File: src/stok_pkg.sv
`timescale 1ns / 1ps
// ----------------------------------------------------------------------------
// stok_pkg
// Shared types, token codes and character tables of the source tokenizer.
// ----------------------------------------------------------------------------
package stok_pkg;

  // Default sizing
  localparam longint unsigned MAX_SOURCE_LENGTH_DEF = 64'd65536;
  localparam int              KEYWORD_CHARS_DEF     = 6;

  // Output queue depth (two records may arrive with one item)
  localparam int FIFO_DEPTH = 4;
  localparam int FIFO_AW    = $clog2(FIFO_DEPTH);

  typedef logic [5:0] kind_t;
  typedef logic [1:0] status_t;

  // Operators
  localparam kind_t KIND_ADD_WRAP = 6'd0;   // +%
  localparam kind_t KIND_SUB_WRAP = 6'd1;   // -%
  localparam kind_t KIND_MUL_WRAP = 6'd2;   // *%
  localparam kind_t KIND_DIV_WRAP = 6'd3;   // /%
  localparam kind_t KIND_INC      = 6'd4;   // ++
  localparam kind_t KIND_DEC      = 6'd5;   // --
  localparam kind_t KIND_PLUS     = 6'd6;
  localparam kind_t KIND_MINUS    = 6'd7;
  localparam kind_t KIND_STAR     = 6'd8;
  localparam kind_t KIND_SLASH    = 6'd9;
  localparam kind_t KIND_PERCENT  = 6'd10;
  localparam kind_t KIND_SCOPE    = 6'd11;  // ::
  localparam kind_t KIND_COLON    = 6'd12;
  localparam kind_t KIND_SEMI     = 6'd13;
  localparam kind_t KIND_AT       = 6'd14;
  localparam kind_t KIND_LPAREN   = 6'd15;
  localparam kind_t KIND_RPAREN   = 6'd16;
  localparam kind_t KIND_LBRACK   = 6'd17;
  localparam kind_t KIND_RBRACK   = 6'd18;
  localparam kind_t KIND_LBRACE   = 6'd19;
  localparam kind_t KIND_RBRACE   = 6'd20;
  localparam kind_t KIND_LT       = 6'd21;
  localparam kind_t KIND_GT       = 6'd22;
  localparam kind_t KIND_COMMA    = 6'd23;
  localparam kind_t KIND_ASSIGN   = 6'd24;
  // Words
  localparam kind_t KIND_KW_IF    = 6'd25;  // first of nine keywords
  localparam kind_t KIND_BOOLEAN  = 6'd34;
  localparam kind_t KIND_IDENT    = 6'd35;
  localparam kind_t KIND_STRING   = 6'd36;
  localparam kind_t KIND_NUMBER   = 6'd37;
  // Kind field of an error record
  localparam kind_t KIND_NONE     = 6'd0;

  localparam status_t ST_TOKEN    = 2'd0;
  localparam status_t ST_BAD_CHAR = 2'd1;
  localparam status_t ST_UNTERM   = 2'd2;

  // Characters with a meaning of their own
  localparam logic [7:0] CH_NUL   = 8'h00;
  localparam logic [7:0] CH_PLUS  = 8'h2B;
  localparam logic [7:0] CH_MINUS = 8'h2D;
  localparam logic [7:0] CH_STAR  = 8'h2A;
  localparam logic [7:0] CH_SLASH = 8'h2F;
  localparam logic [7:0] CH_PCT   = 8'h25;
  localparam logic [7:0] CH_COLON = 8'h3A;
  localparam logic [7:0] CH_UNDER = 8'h5F;
  localparam logic [7:0] CH_SQUOT = 8'h27;
  localparam logic [7:0] CH_DQUOT = 8'h22;

  // Keyword and boolean words, packed first character highest
  localparam int NUM_WORDS    = 11;
  localparam int NUM_KEYWORDS = 9;
  localparam logic [63:0] WORD_TEXT [NUM_WORDS] = '{
    64'h6966,            // if
    64'h666F72,          // for
    64'h7768696C65,      // while
    64'h766172,          // var
    64'h6D7574,          // mut
    64'h666E,            // fn
    64'h737472756374,    // struct
    64'h656E756D,        // enum
    64'h72657475726E,    // return
    64'h74727565,        // true
    64'h66616C7365       // false
  };
  localparam logic [3:0] WORD_LEN [NUM_WORDS] = '{
    4'd2, 4'd3, 4'd5, 4'd3, 4'd3, 4'd2, 4'd6, 4'd4, 4'd6, 4'd4, 4'd5
  };

  // One result record
  typedef struct packed {
    kind_t       kind;
    logic [15:0] start;
    logic [15:0] len;
    status_t     status;
    logic        last;
  } rec_t;

  // Records produced by one item, towards the output queue
  typedef struct packed {
    logic [1:0] n;
    rec_t       rec1;
    rec_t       rec0;
  } push_t;

  // Operator lookup result
  typedef struct packed {
    logic  hit;
    kind_t kind;
  } op_t;

  function automatic logic is_space(input logic [7:0] c);
    return (c == 8'd32) || (c >= 8'd9 && c <= 8'd13);
  endfunction

  function automatic logic is_digit(input logic [7:0] c);
    return (c >= 8'h30) && (c <= 8'h39);
  endfunction

  function automatic logic is_alpha(input logic [7:0] c);
    return ((c >= 8'h61) && (c <= 8'h7A)) || ((c >= 8'h41) && (c <= 8'h5A));
  endfunction

  // Operators that may still grow into a two-character operator
  function automatic op_t single_kind(input logic [7:0] c);
    op_t r;
    r.hit = 1'b1;
    case (c)
      CH_PLUS:  r.kind = KIND_PLUS;
      CH_MINUS: r.kind = KIND_MINUS;
      CH_STAR:  r.kind = KIND_STAR;
      CH_SLASH: r.kind = KIND_SLASH;
      CH_COLON: r.kind = KIND_COLON;
      default: begin
        r.hit  = 1'b0;
        r.kind = KIND_NONE;
      end
    endcase
    return r;
  endfunction

  // Operators complete after one character
  function automatic op_t immediate_kind(input logic [7:0] c);
    op_t r;
    r.hit = 1'b1;
    case (c)
      CH_PCT:  r.kind = KIND_PERCENT;
      8'h3B:   r.kind = KIND_SEMI;
      8'h40:   r.kind = KIND_AT;
      8'h28:   r.kind = KIND_LPAREN;
      8'h29:   r.kind = KIND_RPAREN;
      8'h5B:   r.kind = KIND_LBRACK;
      8'h5D:   r.kind = KIND_RBRACK;
      8'h7B:   r.kind = KIND_LBRACE;
      8'h7D:   r.kind = KIND_RBRACE;
      8'h3C:   r.kind = KIND_LT;
      8'h3E:   r.kind = KIND_GT;
      8'h2C:   r.kind = KIND_COMMA;
      8'h3D:   r.kind = KIND_ASSIGN;
      default: begin
        r.hit  = 1'b0;
        r.kind = KIND_NONE;
      end
    endcase
    return r;
  endfunction

  // Two-character operators
  function automatic op_t pair_kind(input logic [7:0] first, input logic [7:0] second);
    op_t r;
    r.hit  = 1'b1;
    r.kind = KIND_NONE;
    if (second == CH_PCT && first == CH_PLUS)        r.kind = KIND_ADD_WRAP;
    else if (second == CH_PCT && first == CH_MINUS)  r.kind = KIND_SUB_WRAP;
    else if (second == CH_PCT && first == CH_STAR)   r.kind = KIND_MUL_WRAP;
    else if (second == CH_PCT && first == CH_SLASH)  r.kind = KIND_DIV_WRAP;
    else if (first == CH_PLUS && second == CH_PLUS)  r.kind = KIND_INC;
    else if (first == CH_MINUS && second == CH_MINUS) r.kind = KIND_DEC;
    else if (first == CH_COLON && second == CH_COLON) r.kind = KIND_SCOPE;
    else r.hit = 1'b0;
    return r;
  endfunction

  // Keyword / boolean match on the packed head of an identifier
  function automatic kind_t word_kind(input logic [63:0] text, input logic [15:0] len);
    kind_t k;
    k = KIND_IDENT;
    for (int i = 0; i < NUM_WORDS; i++) begin
      if (len == 16'(WORD_LEN[i]) && text == WORD_TEXT[i]) begin
        k = (i < NUM_KEYWORDS) ? KIND_KW_IF + 6'(i) : KIND_BOOLEAN;
      end
    end
    return k;
  endfunction

endpackage

File: src/stok_lexer.sv
`timescale 1ns / 1ps
// ----------------------------------------------------------------------------
// stok_lexer
// Lexer state and per-character decode; yields up to two records per item.
// ----------------------------------------------------------------------------
module stok_lexer #(
  parameter longint unsigned MAX_SOURCE_LENGTH = stok_pkg::MAX_SOURCE_LENGTH_DEF,
  parameter int              KEYWORD_CHARS     = stok_pkg::KEYWORD_CHARS_DEF
) (
  input  logic            clk_i,
  input  logic            rst_ni,
  input  logic            fire_i,
  input  logic [7:0]      char_i,
  input  logic            eos_i,
  output stok_pkg::push_t push_o
);
  import stok_pkg::*;

  localparam int POS_W = $clog2(MAX_SOURCE_LENGTH);
  localparam int KW_W  = 8 * KEYWORD_CHARS;

  typedef enum logic [5:0] {
    MODE_IDLE   = 6'b000001,
    MODE_OP     = 6'b000010,
    MODE_IDENT  = 6'b000100,
    MODE_STRING = 6'b001000,
    MODE_NUMBER = 6'b010000,
    MODE_HALT   = 6'b100000
  } mode_e;

  mode_e             mode_q, mode_d;
  logic [POS_W-1:0]  pos_q, pos_d;
  logic [15:0]       start_q, start_d;
  logic [7:0]        pend_q, pend_d;
  logic [7:0]        quote_q, quote_d;
  logic [KW_W-1:0]   kwbuf_q, kwbuf_d;
  logic [15:0]       len_q, len_d;

  logic [63:0]       pos_wide;
  logic [15:0]       pos16;
  logic [POS_W:0]    pos_inc;
  logic              pos_wrap;

  function automatic logic [15:0] sat_inc(input logic [15:0] v);
    return (v == 16'hFFFF) ? v : v + 16'd1;
  endfunction

  function automatic rec_t mk_rec(input kind_t k, input logic [15:0] s,
                                  input logic [15:0] l, input status_t st);
    rec_t r;
    r.kind   = k;
    r.start  = s;
    r.len    = l;
    r.status = st;
    r.last   = 1'b0;
    return r;
  endfunction

  // Identifiers longer than the keyword buffer are never keywords
  function automatic kind_t ident_kind(input logic [KW_W-1:0] b, input logic [15:0] l);
    return (l > 16'(KEYWORD_CHARS)) ? KIND_IDENT : word_kind(64'(b), l);
  endfunction

  // Position of this character, low 16 bits, and its successor
  assign pos_wide = 64'(pos_q);
  assign pos16    = pos_wide[15:0];
  assign pos_inc  = {1'b0, pos_q} + (POS_W+1)'(1);
  assign pos_wrap = 64'(pos_inc) >= MAX_SOURCE_LENGTH;

  // Decode: continue the open token, start a new one, then flush at end
  always_comb begin
    logic       consumed;
    logic [1:0] n;
    rec_t       recs [2];
    op_t        pk;
    op_t        sk;
    op_t        ik;
    op_t        pend_op;
    op_t        flush_op;

    mode_d   = mode_q;
    start_d  = start_q;
    pend_d   = pend_q;
    quote_d  = quote_q;
    kwbuf_d  = kwbuf_q;
    len_d    = len_q;
    consumed = 1'b0;
    n        = 2'd0;
    recs[0]  = '0;
    recs[1]  = '0;
    pk       = pair_kind(pend_q, char_i);
    sk       = single_kind(char_i);
    ik       = immediate_kind(char_i);
    pend_op  = single_kind(pend_q);

    // open token
    case (mode_q)
      MODE_OP: begin
        if (pk.hit) begin
          recs[n[0]] = mk_rec(pk.kind, start_q, 16'd2, ST_TOKEN);
          n = n + 2'd1;
          consumed = 1'b1;
        end else begin
          recs[n[0]] = mk_rec(pend_op.kind, start_q, 16'd1, ST_TOKEN);
          n = n + 2'd1;
        end
        mode_d = MODE_IDLE;
      end
      MODE_IDENT: begin
        if (is_alpha(char_i) || is_digit(char_i) || char_i == CH_UNDER) begin
          if (len_q < 16'(KEYWORD_CHARS)) kwbuf_d = {kwbuf_q[KW_W-9:0], char_i};
          len_d = sat_inc(len_q);
          consumed = 1'b1;
        end else begin
          recs[n[0]] = mk_rec(ident_kind(kwbuf_q, len_q), start_q, len_q, ST_TOKEN);
          n = n + 2'd1;
          mode_d = MODE_IDLE;
        end
      end
      MODE_NUMBER: begin
        if (is_digit(char_i) || char_i == CH_UNDER) begin
          len_d = sat_inc(len_q);
          consumed = 1'b1;
        end else begin
          recs[n[0]] = mk_rec(KIND_NUMBER, start_q, len_q, ST_TOKEN);
          n = n + 2'd1;
          mode_d = MODE_IDLE;
        end
      end
      MODE_STRING: begin
        consumed = 1'b1;
        if (char_i == quote_q) begin
          len_d = sat_inc(len_q);
          recs[n[0]] = mk_rec(KIND_STRING, start_q, len_d, ST_TOKEN);
          n = n + 2'd1;
          mode_d = MODE_IDLE;
        end else if (char_i == CH_NUL) begin
          recs[n[0]] = mk_rec(KIND_NONE, start_q, len_q, ST_UNTERM);
          n = n + 2'd1;
          mode_d = MODE_HALT;
        end else begin
          len_d = sat_inc(len_q);
        end
      end
      MODE_HALT: consumed = 1'b1;
      default:   mode_d = MODE_IDLE;
    endcase

    // new token
    if (!consumed && !is_space(char_i)) begin
      if (sk.hit) begin
        mode_d  = MODE_OP;
        pend_d  = char_i;
        start_d = pos16;
        len_d   = 16'd1;
      end else if (ik.hit) begin
        recs[n[0]] = mk_rec(ik.kind, pos16, 16'd1, ST_TOKEN);
        n = n + 2'd1;
      end else begin
        start_d = pos16;
        len_d   = 16'd1;
        if (is_alpha(char_i) || char_i == CH_UNDER) begin
          mode_d  = MODE_IDENT;
          kwbuf_d = KW_W'(char_i);
        end else if (char_i == CH_SQUOT || char_i == CH_DQUOT) begin
          mode_d  = MODE_STRING;
          quote_d = char_i;
        end else if (is_digit(char_i)) begin
          mode_d = MODE_NUMBER;
        end else begin
          recs[n[0]] = mk_rec(KIND_NONE, pos16, 16'd1, ST_BAD_CHAR);
          n = n + 2'd1;
          mode_d = MODE_HALT;
        end
      end
    end

    // end of source: flush whatever is open and restart
    flush_op = single_kind(pend_d);
    if (eos_i) begin
      case (mode_d)
        MODE_OP: begin
          recs[n[0]] = mk_rec(flush_op.kind, start_d, 16'd1, ST_TOKEN);
          n = n + 2'd1;
        end
        MODE_IDENT: begin
          recs[n[0]] = mk_rec(ident_kind(kwbuf_d, len_d), start_d, len_d, ST_TOKEN);
          n = n + 2'd1;
        end
        MODE_NUMBER: begin
          recs[n[0]] = mk_rec(KIND_NUMBER, start_d, len_d, ST_TOKEN);
          n = n + 2'd1;
        end
        MODE_STRING: begin
          recs[n[0]] = mk_rec(KIND_NONE, start_d, len_d, ST_UNTERM);
          n = n + 2'd1;
        end
        default: ;
      endcase
      mode_d = MODE_IDLE;
      pos_d  = '0;
    end else begin
      pos_d = pos_wrap ? '0 : pos_inc[POS_W-1:0];
    end

    // mark the last record of this item
    if (n == 2'd1) recs[0].last = 1'b1;
    if (n == 2'd2) recs[1].last = 1'b1;

    push_o.n    = fire_i ? n : 2'd0;
    push_o.rec0 = recs[0];
    push_o.rec1 = recs[1];
  end

  // State update on each accepted item
  always_ff @(posedge clk_i or negedge rst_ni) begin
    if (!rst_ni) begin
      mode_q  <= MODE_IDLE;
      pos_q   <= '0;
      start_q <= '0;
      pend_q  <= '0;
      quote_q <= '0;
      kwbuf_q <= '0;
      len_q   <= '0;
    end else if (fire_i) begin
      mode_q  <= mode_d;
      pos_q   <= pos_d;
      start_q <= start_d;
      pend_q  <= pend_d;
      quote_q <= quote_d;
      kwbuf_q <= kwbuf_d;
      len_q   <= len_d;
    end
  end

endmodule

File: src/stok_out_fifo.sv
`timescale 1ns / 1ps
// ----------------------------------------------------------------------------
// stok_out_fifo
// Small record queue: takes up to two records per cycle, hands out one.
// ----------------------------------------------------------------------------
module stok_out_fifo (
  input  logic            clk_i,
  input  logic            rst_ni,
  input  stok_pkg::push_t push_i,
  output logic            room_o,
  output logic            valid_o,
  input  logic            pop_i,
  output stok_pkg::rec_t  head_o
);
  import stok_pkg::*;

  rec_t               mem_q [FIFO_DEPTH];
  logic [FIFO_AW-1:0] wr_ptr_q, wr_ptr_d;
  logic [FIFO_AW-1:0] rd_ptr_q, rd_ptr_d;
  logic [FIFO_AW:0]   count_q, count_d;
  logic               pop;
  logic [FIFO_AW-1:0] wr_ptr_nx;

  assign valid_o   = count_q != '0;
  assign room_o    = count_q <= (FIFO_AW+1)'(FIFO_DEPTH - 2);
  assign pop       = valid_o & pop_i;
  assign head_o    = mem_q[rd_ptr_q];
  assign wr_ptr_nx = wr_ptr_q + FIFO_AW'(1);

  // Pointer and fill bookkeeping
  always_comb begin
    wr_ptr_d = wr_ptr_q + FIFO_AW'(push_i.n);
    rd_ptr_d = rd_ptr_q + FIFO_AW'(pop);
    count_d  = count_q + (FIFO_AW+1)'(push_i.n) - (FIFO_AW+1)'(pop);
  end

  always_ff @(posedge clk_i or negedge rst_ni) begin
    if (!rst_ni) begin
      wr_ptr_q <= '0;
      rd_ptr_q <= '0;
      count_q  <= '0;
    end else begin
      wr_ptr_q <= wr_ptr_d;
      rd_ptr_q <= rd_ptr_d;
      count_q  <= count_d;
    end
  end

  // Record storage
  always_ff @(posedge clk_i) begin
    if (push_i.n != 2'd0) mem_q[wr_ptr_q]  <= push_i.rec0;
    if (push_i.n == 2'd2) mem_q[wr_ptr_nx] <= push_i.rec1;
  end

endmodule

File: src/source_tokenizer_unit.sv
`timescale 1ns / 1ps
// ----------------------------------------------------------------------------
// source_tokenizer_unit
// Streaming lexer: source bytes in, token records out.
// ----------------------------------------------------------------------------
// Takes one source byte per clock and decodes it in the same cycle against
// the lexer state, writing zero, one or two token records into a four-entry
// output queue; records leave at one per cycle while m_axis_tready is high.
// The input is ready whenever the queue has two free entries, so a byte is
// taken every cycle as long as the downstream side drains records about as
// fast as they are made; the queue's drain rate is what limits throughput.
// Records are registered in the queue. tlast on the input marks the last
// byte of a source: any open token is flushed and position restarts at zero.
module source_tokenizer_unit #(
  parameter longint unsigned MAX_SOURCE_LENGTH = stok_pkg::MAX_SOURCE_LENGTH_DEF,
  parameter int              KEYWORD_CHARS     = stok_pkg::KEYWORD_CHARS_DEF
) (
  input  logic        clk_i,
  input  logic        rst_ni,
  // source bytes
  input  logic        s_axis_tvalid,
  output logic        s_axis_tready,
  input  logic [7:0]  s_axis_tdata,   // [7:0] char_byte
  input  logic        s_axis_tlast,   // end_of_source
  // token records
  output logic        m_axis_tvalid,
  input  logic        m_axis_tready,
  output logic [39:0] m_axis_tdata,   // [5:0] token_kind, [21:6] start_pos,
                                      // [37:22] token_len, [39:38] zero
  output logic [1:0]  m_axis_tuser,   // [1:0] status
  output logic        m_axis_tlast    // run_last
);
  import stok_pkg::*;

  logic  in_fire;
  logic  room;
  push_t push;
  rec_t  head;

  assign s_axis_tready = room;
  assign in_fire       = s_axis_tvalid & room;

  // Per-byte decode and lexer state
  stok_lexer #(
    .MAX_SOURCE_LENGTH (MAX_SOURCE_LENGTH),
    .KEYWORD_CHARS     (KEYWORD_CHARS)
  ) u_lexer (
    .clk_i  (clk_i),
    .rst_ni (rst_ni),
    .fire_i (in_fire),
    .char_i (s_axis_tdata),
    .eos_i  (s_axis_tlast),
    .push_o (push)
  );

  // Output record queue
  stok_out_fifo u_fifo (
    .clk_i   (clk_i),
    .rst_ni  (rst_ni),
    .push_i  (push),
    .room_o  (room),
    .valid_o (m_axis_tvalid),
    .pop_i   (m_axis_tready),
    .head_o  (head)
  );

  assign m_axis_tdata = {2'b00, head.len, head.start, head.kind};
  assign m_axis_tuser = head.status;
  assign m_axis_tlast = head.last;

  // The input only stalls while records are waiting downstream
  a_stall_has_output: assert property (@(posedge clk_i) disable iff (!rst_ni)
    !s_axis_tready |-> m_axis_tvalid)
    else $error("input stalled with an empty output queue");

  // A byte that yields records makes the output valid in the next cycle
  a_push_shows: assert property (@(posedge clk_i) disable iff (!rst_ni)
    (in_fire && push.n != 2'd0) |=> m_axis_tvalid)
    else $error("records pushed but output not valid");

  // With two records, only the second closes the item's run
  a_last_order: assert property (@(posedge clk_i) disable iff (!rst_ni)
    (push.n == 2'd2) |-> (!push.rec0.last && push.rec1.last))
    else $error("run_last misplaced in a record pair");

endmodule
File: config.mk
export PLATFORM = sky130hd
export DESIGN_NAME = source_tokenizer_unit
export DESIGN_NICKNAME = d
export VERILOG_FILES = /design/src/stok_pkg.sv /design/src/stok_lexer.sv /design/src/stok_out_fifo.sv /design/src/source_tokenizer_unit.sv
export SDC_FILE = /design/constraint.sdc
export NUM_CORES = 1
export LEC_CHECK = 0
export BUFFER_PORTS_ARGS = -buffer_cell sky130_fd_sc_hd__buf_2
export CELL_PAD_IN_SITES_DETAIL_PLACEMENT = 1
export CELL_PAD_IN_SITES_GLOBAL_PLACEMENT = 1
export CORE_ASPECT_RATIO = 1.25
export CORE_MARGIN = 2
export CORE_UTILIZATION = 35
export CTS_CLUSTER_DIAMETER = 200
export DETAILED_ROUTE_END_ITERATION = 10
export PLACE_DENSITY = 0.64
export SLEW_MARGIN = 20
export SYNTH_ARGS = -nofsm -noshare
export SYNTH_HDL_FRONTEND = slang
export SYNTH_SLANG_ARGS = --single-unit
export TNS_END_PERCENT = 20
File: constraint.sdc
create_clock -name clk_i -period 13.6 [get_ports clk_i]
set_clock_uncertainty 0.15 [all_clocks]
set_input_delay 0.68 -clock clk_i [delete_from_list [all_inputs] [get_ports clk_i]]
set_output_delay 0.68 -clock clk_i [all_outputs]
set_load 0.005 [all_outputs]
Yosys cells after proc, flatten, opt, wreduce, memory -nomap -nowiden
Memories as Yosys holds them, arrays and structs flattened.
Cells that the tools add are included.

word-level totals
  register bits = 125
  word-level logic and storage cells = 303
  RAM bits = 164
  memories = 1
  output and inout port bits = 45

operators by class
  bitwise logic cells = 7
  multiplexer cells = 128
  order comparisons = 17
  reduce and logical (&&, ||, !) cells = 53
  equality and inequality tests = 78
  add/subtract/negate cells = 9

memories
  name          words  width  rd ports  clocked after Yosys merged registers in  wr ports  RTL line             RTL
  u_fifo.mem_q  4      41     1         0                                        2         stok_out_fifo.sv:17  rec_t mem_q [FIFO_DEPTH];

operators by type and width
  cell                                                 number
  2-to-1 mux 82 bit                                    7
  bitwise mux 82 bit                                   6
  2-to-1 mux 48 bit                                    7
  case mux 82 bit (4 select lines)                     1
  == test 48 x 23 -> 1 bit, second input constant      6
  2-to-1 mux 6 bit                                     43
  2-to-1 mux 41 bit                                    6
  == test 8 x 6 -> 1 bit, second input constant        26
  2-to-1 mux 16 bit                                    13
  == test 48 x 15 -> 1 bit, second input constant      4
  == test 48 x 31 -> 1 bit, second input constant      4
  == test 48 x 39 -> 1 bit, second input constant      4
  == test 48 x 47 -> 1 bit, second input constant      4
  case mux 41 bit (4 select lines)                     1
  == test 16 x 3 -> 1 bit, second input constant       6
  demux 41 bit (select 1 bit)                          2
  case mux 5 bit (13 select lines)                     1
  == test 16 x 2 -> 1 bit, second input constant       4
  == test 8 x 7 -> 1 bit, second input constant        6
  case mux 16 bit (3 select lines)                     1
  case mux 4 bit (5 select lines)                      2
  logical AND 1 bit                                    36
  2-to-1 mux 35 bit                                    1
  > comparator 16 x 3 -> 1 bit, second input constant  2
  47 further kinds                                     99

Longest topological paths before layout
  depth after elaboration = 34
  mapped depth = 22

Modules after synthesis
A second synthesis with hierarchy kept.

second synthesis, totals
  cells, all modules = 1,724
  area total of the unflattened synthesis = 18,506.5 sq um

by module, submodules not included
  module                 area an instance (sq um)  instances  cells an instance
  stok_lexer             10,100.9                  1          1,280
  stok_out_fifo          8,380.5                   1          440
  source_tokenizer_unit  25.0                      1          4

Least setup slack after synthesis
No wires, ideal clock.

  path kind = input port to flip-flop
  start point = in s_axis_tdata[1]
  end point = mem u_fifo.mem_q[0][0] (netlist bit) (enable)
  data arrival time = 6.559 ns
  stages on the path = 18
  setup time = 0.501 ns
  slack = 6.390 ns
  path buffers = 3
  cells stage by stage = buf_2 > buf_4 > xnor2_1 > nand4_1 > nor2_1 > o21a_1 > nor3_4 > ha_1 > o31ai_1 > mux2_4 > and2_1 > buf_6 > inv_1 > ha_1 > nand2_1 > a21oi_1 > nor2_1 > o31ai_1

RTL lines
  item             RTL line                     RTL
  start, declared  source_tokenizer_unit.sv:23  input logic [7:0] s_axis_tdata,
  end, declared    stok_out_fifo.sv:17

==> results by group <==
Drt
  • Initial drt markers: 1,130
  • # DRC: 0
  • DR vias: 14,900
  • Antenna viol nets, final: 0
  • Final WL: 63,800 µm
  • DR vias/cell: 6.24
  • Avg WL per Cell: 26.7 µm
  • DR pass1 iterations: 5

Global routing
  • Total congestion overflow: 0
  • First-pass GRT wire length: 98,400 µm
  • Initial antenna violation count: 0
  • Number of global-route vias before repair: 15,600
  • Largest net degree at the start of global routing: 70
  • Global Route Usage Sum: 24.5%

Clock tree
  • Sink Count: 289
  • Post-CTS Hold Buffers: 0
  • Clk_lat worst skew: 0.56 ns
  • CTS tree: done
  • Post-CTS Setup Bufs: 0
  • # resized after CTS: 0
  • Clock-pin slew on the worst setup and hold paths: 0.06 ns
  • CTS Root Cell: clkbuf_16
  • H-Tree Depth: 2
  • Cts bufs inserted: 34
  • Clock buffer depth: 3

STA
  • Peak Freq: 0.151 GHz
  • RSZ-0062 raised after global routing: no
  • Final worst-path cycle share: 48.6%
  • Final min period: 6.60 ns
  • Final hold vios: 1
  • Worst-Margin Slew: 1.11 ns
  • Slew headroom: 26.1%
  • Pins Over Slew Limit: 0
  • Setup TNS: 0 ns
  • Worst hold margin: -0.00158 ns
  • Final setup violating endpoints: 0

Critical path
  • Worst endpoint data arrival time: 6.63 ns
  • CP Capture Type: flip-flop
  • Crit path kind: flip-flop to flip-flop
  • Largest fanout on the critical path: 31
  • Critical path required time: 13.63 ns
  • Worst setup SP type: flip-flop

Die
  • Initial Util: 35.2%
  • # rows: 92
  • Die area: 52,400 µm²
  • Die width: 205 µm
  • Core footprint: 50,200 µm²
  • Die Ht: 255 µm
  • IO Count: 58

Yosys
  • Most used DFF post-synth: edfxtp_1
  • Netlist cell types: 105
  • Syn. warnings: 0
  • Post-synthesis register bit count: 289
  • Top cell type by total area after synthesis: edfxtp_1
  • Sequential share of the synthesized area: 45.5%
  • Synth top area cells: edfxtp_1 (28%), dfrtp_1 (18%), mux4_2 (5.2%)
  • Synthesized area: 17,700 µm²
  • Number of flops mapped to enable cells by yosys: 164
  • Post-Syn Instances: 1,722
  • Post-Syn Area per Cell: 10.3 µm²
  • Area share of the largest cell type after synthesis: 27.8%
  • Post-synthesis async set-or-reset flop share: 43.3%

Place
  • Routability-driven placement congestion ratio: 0.950
  • Post-DP HPWL: 44,800 µm
  • Port bufs: 55

Run status
  • Status: complete, but fails checks
  • Failing checks: negative hold slack

Finish
  • Final net count: 1,729
  • Share of layout cells above drive strength 1: 15.9%
  • Commonest non-fill, non-tap cells in the layout: edfxtp_1 (164), nor2_1 (162), nand2_1 (144)
  • Final Core Density: 39.1%
  • Area growth syn-to-layout: 11.0%
  • Number of diodes: 0
  • Commonest non-fill, non-tap cell in the layout: edfxtp_1

Flow run
  • MaxCap Viol Count: 0

Power
  • Leak pwr: 7.25 nW
  • Peak VDD IR: 0.100 mV
  • Pwr Total: 3.02 mW
  • Power per standard cell area: 154 nW/µm²

Worst hold path
  • HP Class: primary input to async pin
## worst max-delay path, cell delays in order (launching register included)
cell and delay [ns]:
dfrtp_1 0.47, or4_4 0.62, a211oi_1 0.35, o21ai_1 0.12, buf_4 0.21, nand2_2 0.20
nor3_4 0.10, ha_1 0.34, a22oi_1 0.25, and2_1 0.60, inv_1 0.24, ha_1 0.36
nand2_1 0.10, mux2i_4 0.25, nand4b_1 0.64, buf_4 0.47, o21ai_4 0.20, buf_4 0.51
## stage by stage
step / area (µm²) / setup WS, ns / std cells
6_report: 19600 / 7.00 / 2386
2_1_floorplan: 17700 / 6.39 / 1723
5_1_grt: 19600 / 6.53 / 2386
4_1_cts: 19600 / 7.03 / 2386
3_5_place_dp: 18500 / 6.61 / 2324
3_3_place_gp: 18500 / 6.84 / 2324
## layer usage
layer,track usage (%),routed length [µm],vias to the layer above
met2,42.5,32200,429
met1,29.9,25800,7657
met4,11.1,2900,0
met5,0,0,-
li1,-,-,6651
met3,3.55,2890,150
## layout make-up
class                           count  area (µm²)
Tap cell                          658         823
Clock inverter                     17         209
Timing Repair Buffer               87         522
Inverter                           16        60.1
Sequential cell                   289        8060
Fill cell                        5620       30600
Clock buffer                       45         923
Multi-Input combinational cell   1274        9030
## Yosys cell counts (all sizes together), types with 27 or more instances
| master | instances |
|---|---|
| edfxtp | 164 |
| nor2 | 164 |
| nand2 | 145 |
| dfrtp | 124 |
| clkbuf | 104 |
| o21ai | 101 |
| a32o | 68 |
| nand3 | 62 |
| a21oi | 57 |
| a22o | 42 |
| nor3 | 42 |
| mux4 | 41 |
| buf | 40 |
| nor4 | 40 |
| mux2 | 38 |
| nand4 | 38 |
| and3 | 30 |
| and2 | 27 |
## cell families (layout without fill, tap and decap cells)
logic type / count (synthesis) / count (layout) / share of synthesized area (%)
multiplexers: 105 / 105 / 9.34
buffers and inverters: 160 / 165 / 3.86
AND/OR/NAND/NOR: 716 / 716 / 21.9
flip-flops: 289 / 289 / 45.5
XOR/XNOR: 27 / 27 / 1.34
adder cells (fa/ha/maj): 14 / 14 / 1.03
other: 1 / 2 / 0.0212
AO/OA/AOI/OAI: 410 / 410 / 17.0
## power by group
group | internal, mW | switching, mW
registers | 1.06 | 0.129
logic | 0.345 | 0.548
clock network | 0.558 | 0.380
total | 1.96 | 1.06
## state kept, by name (all words and copies together), names as in the netlist
signal	cells
u_lexer.mode_q	6
u_lexer.start_q	16
u_fifo.wr_ptr_q	2
u_lexer.len_q	16
u_lexer.pend_q	8
u_fifo.count_q	3
u_lexer.pos16	16
u_lexer.quote_q	8
u_fifo.mem_q	164
u_fifo.rd_ptr_q	2
u_lexer.kwbuf_q	48
## final timing paths
check | startpoint | to | slack, ns | cells after the start
max | u_lexer.mode_q[5] | u_fifo.mem_q[2][17] | 7.00 | 17
min | rst_ni | u_lexer.kwbuf_q[37] | -0.002 | 1
max reg2reg | u_lexer.mode_q[5] | u_fifo.mem_q[2][17] | 7.00 | 17
min reg2reg | u_lexer.quote_q[1] | u_lexer.quote_q[1] | 0.34 | 1
max in group asynchronous | rst_ni | u_fifo.rd_ptr_q[1] | 11.99 | 2
min in group clk_i | u_lexer.quote_q[1] | u_lexer.quote_q[1] | 0.34 | 1
No activity file was read; power rests on OpenSTA's default activity.
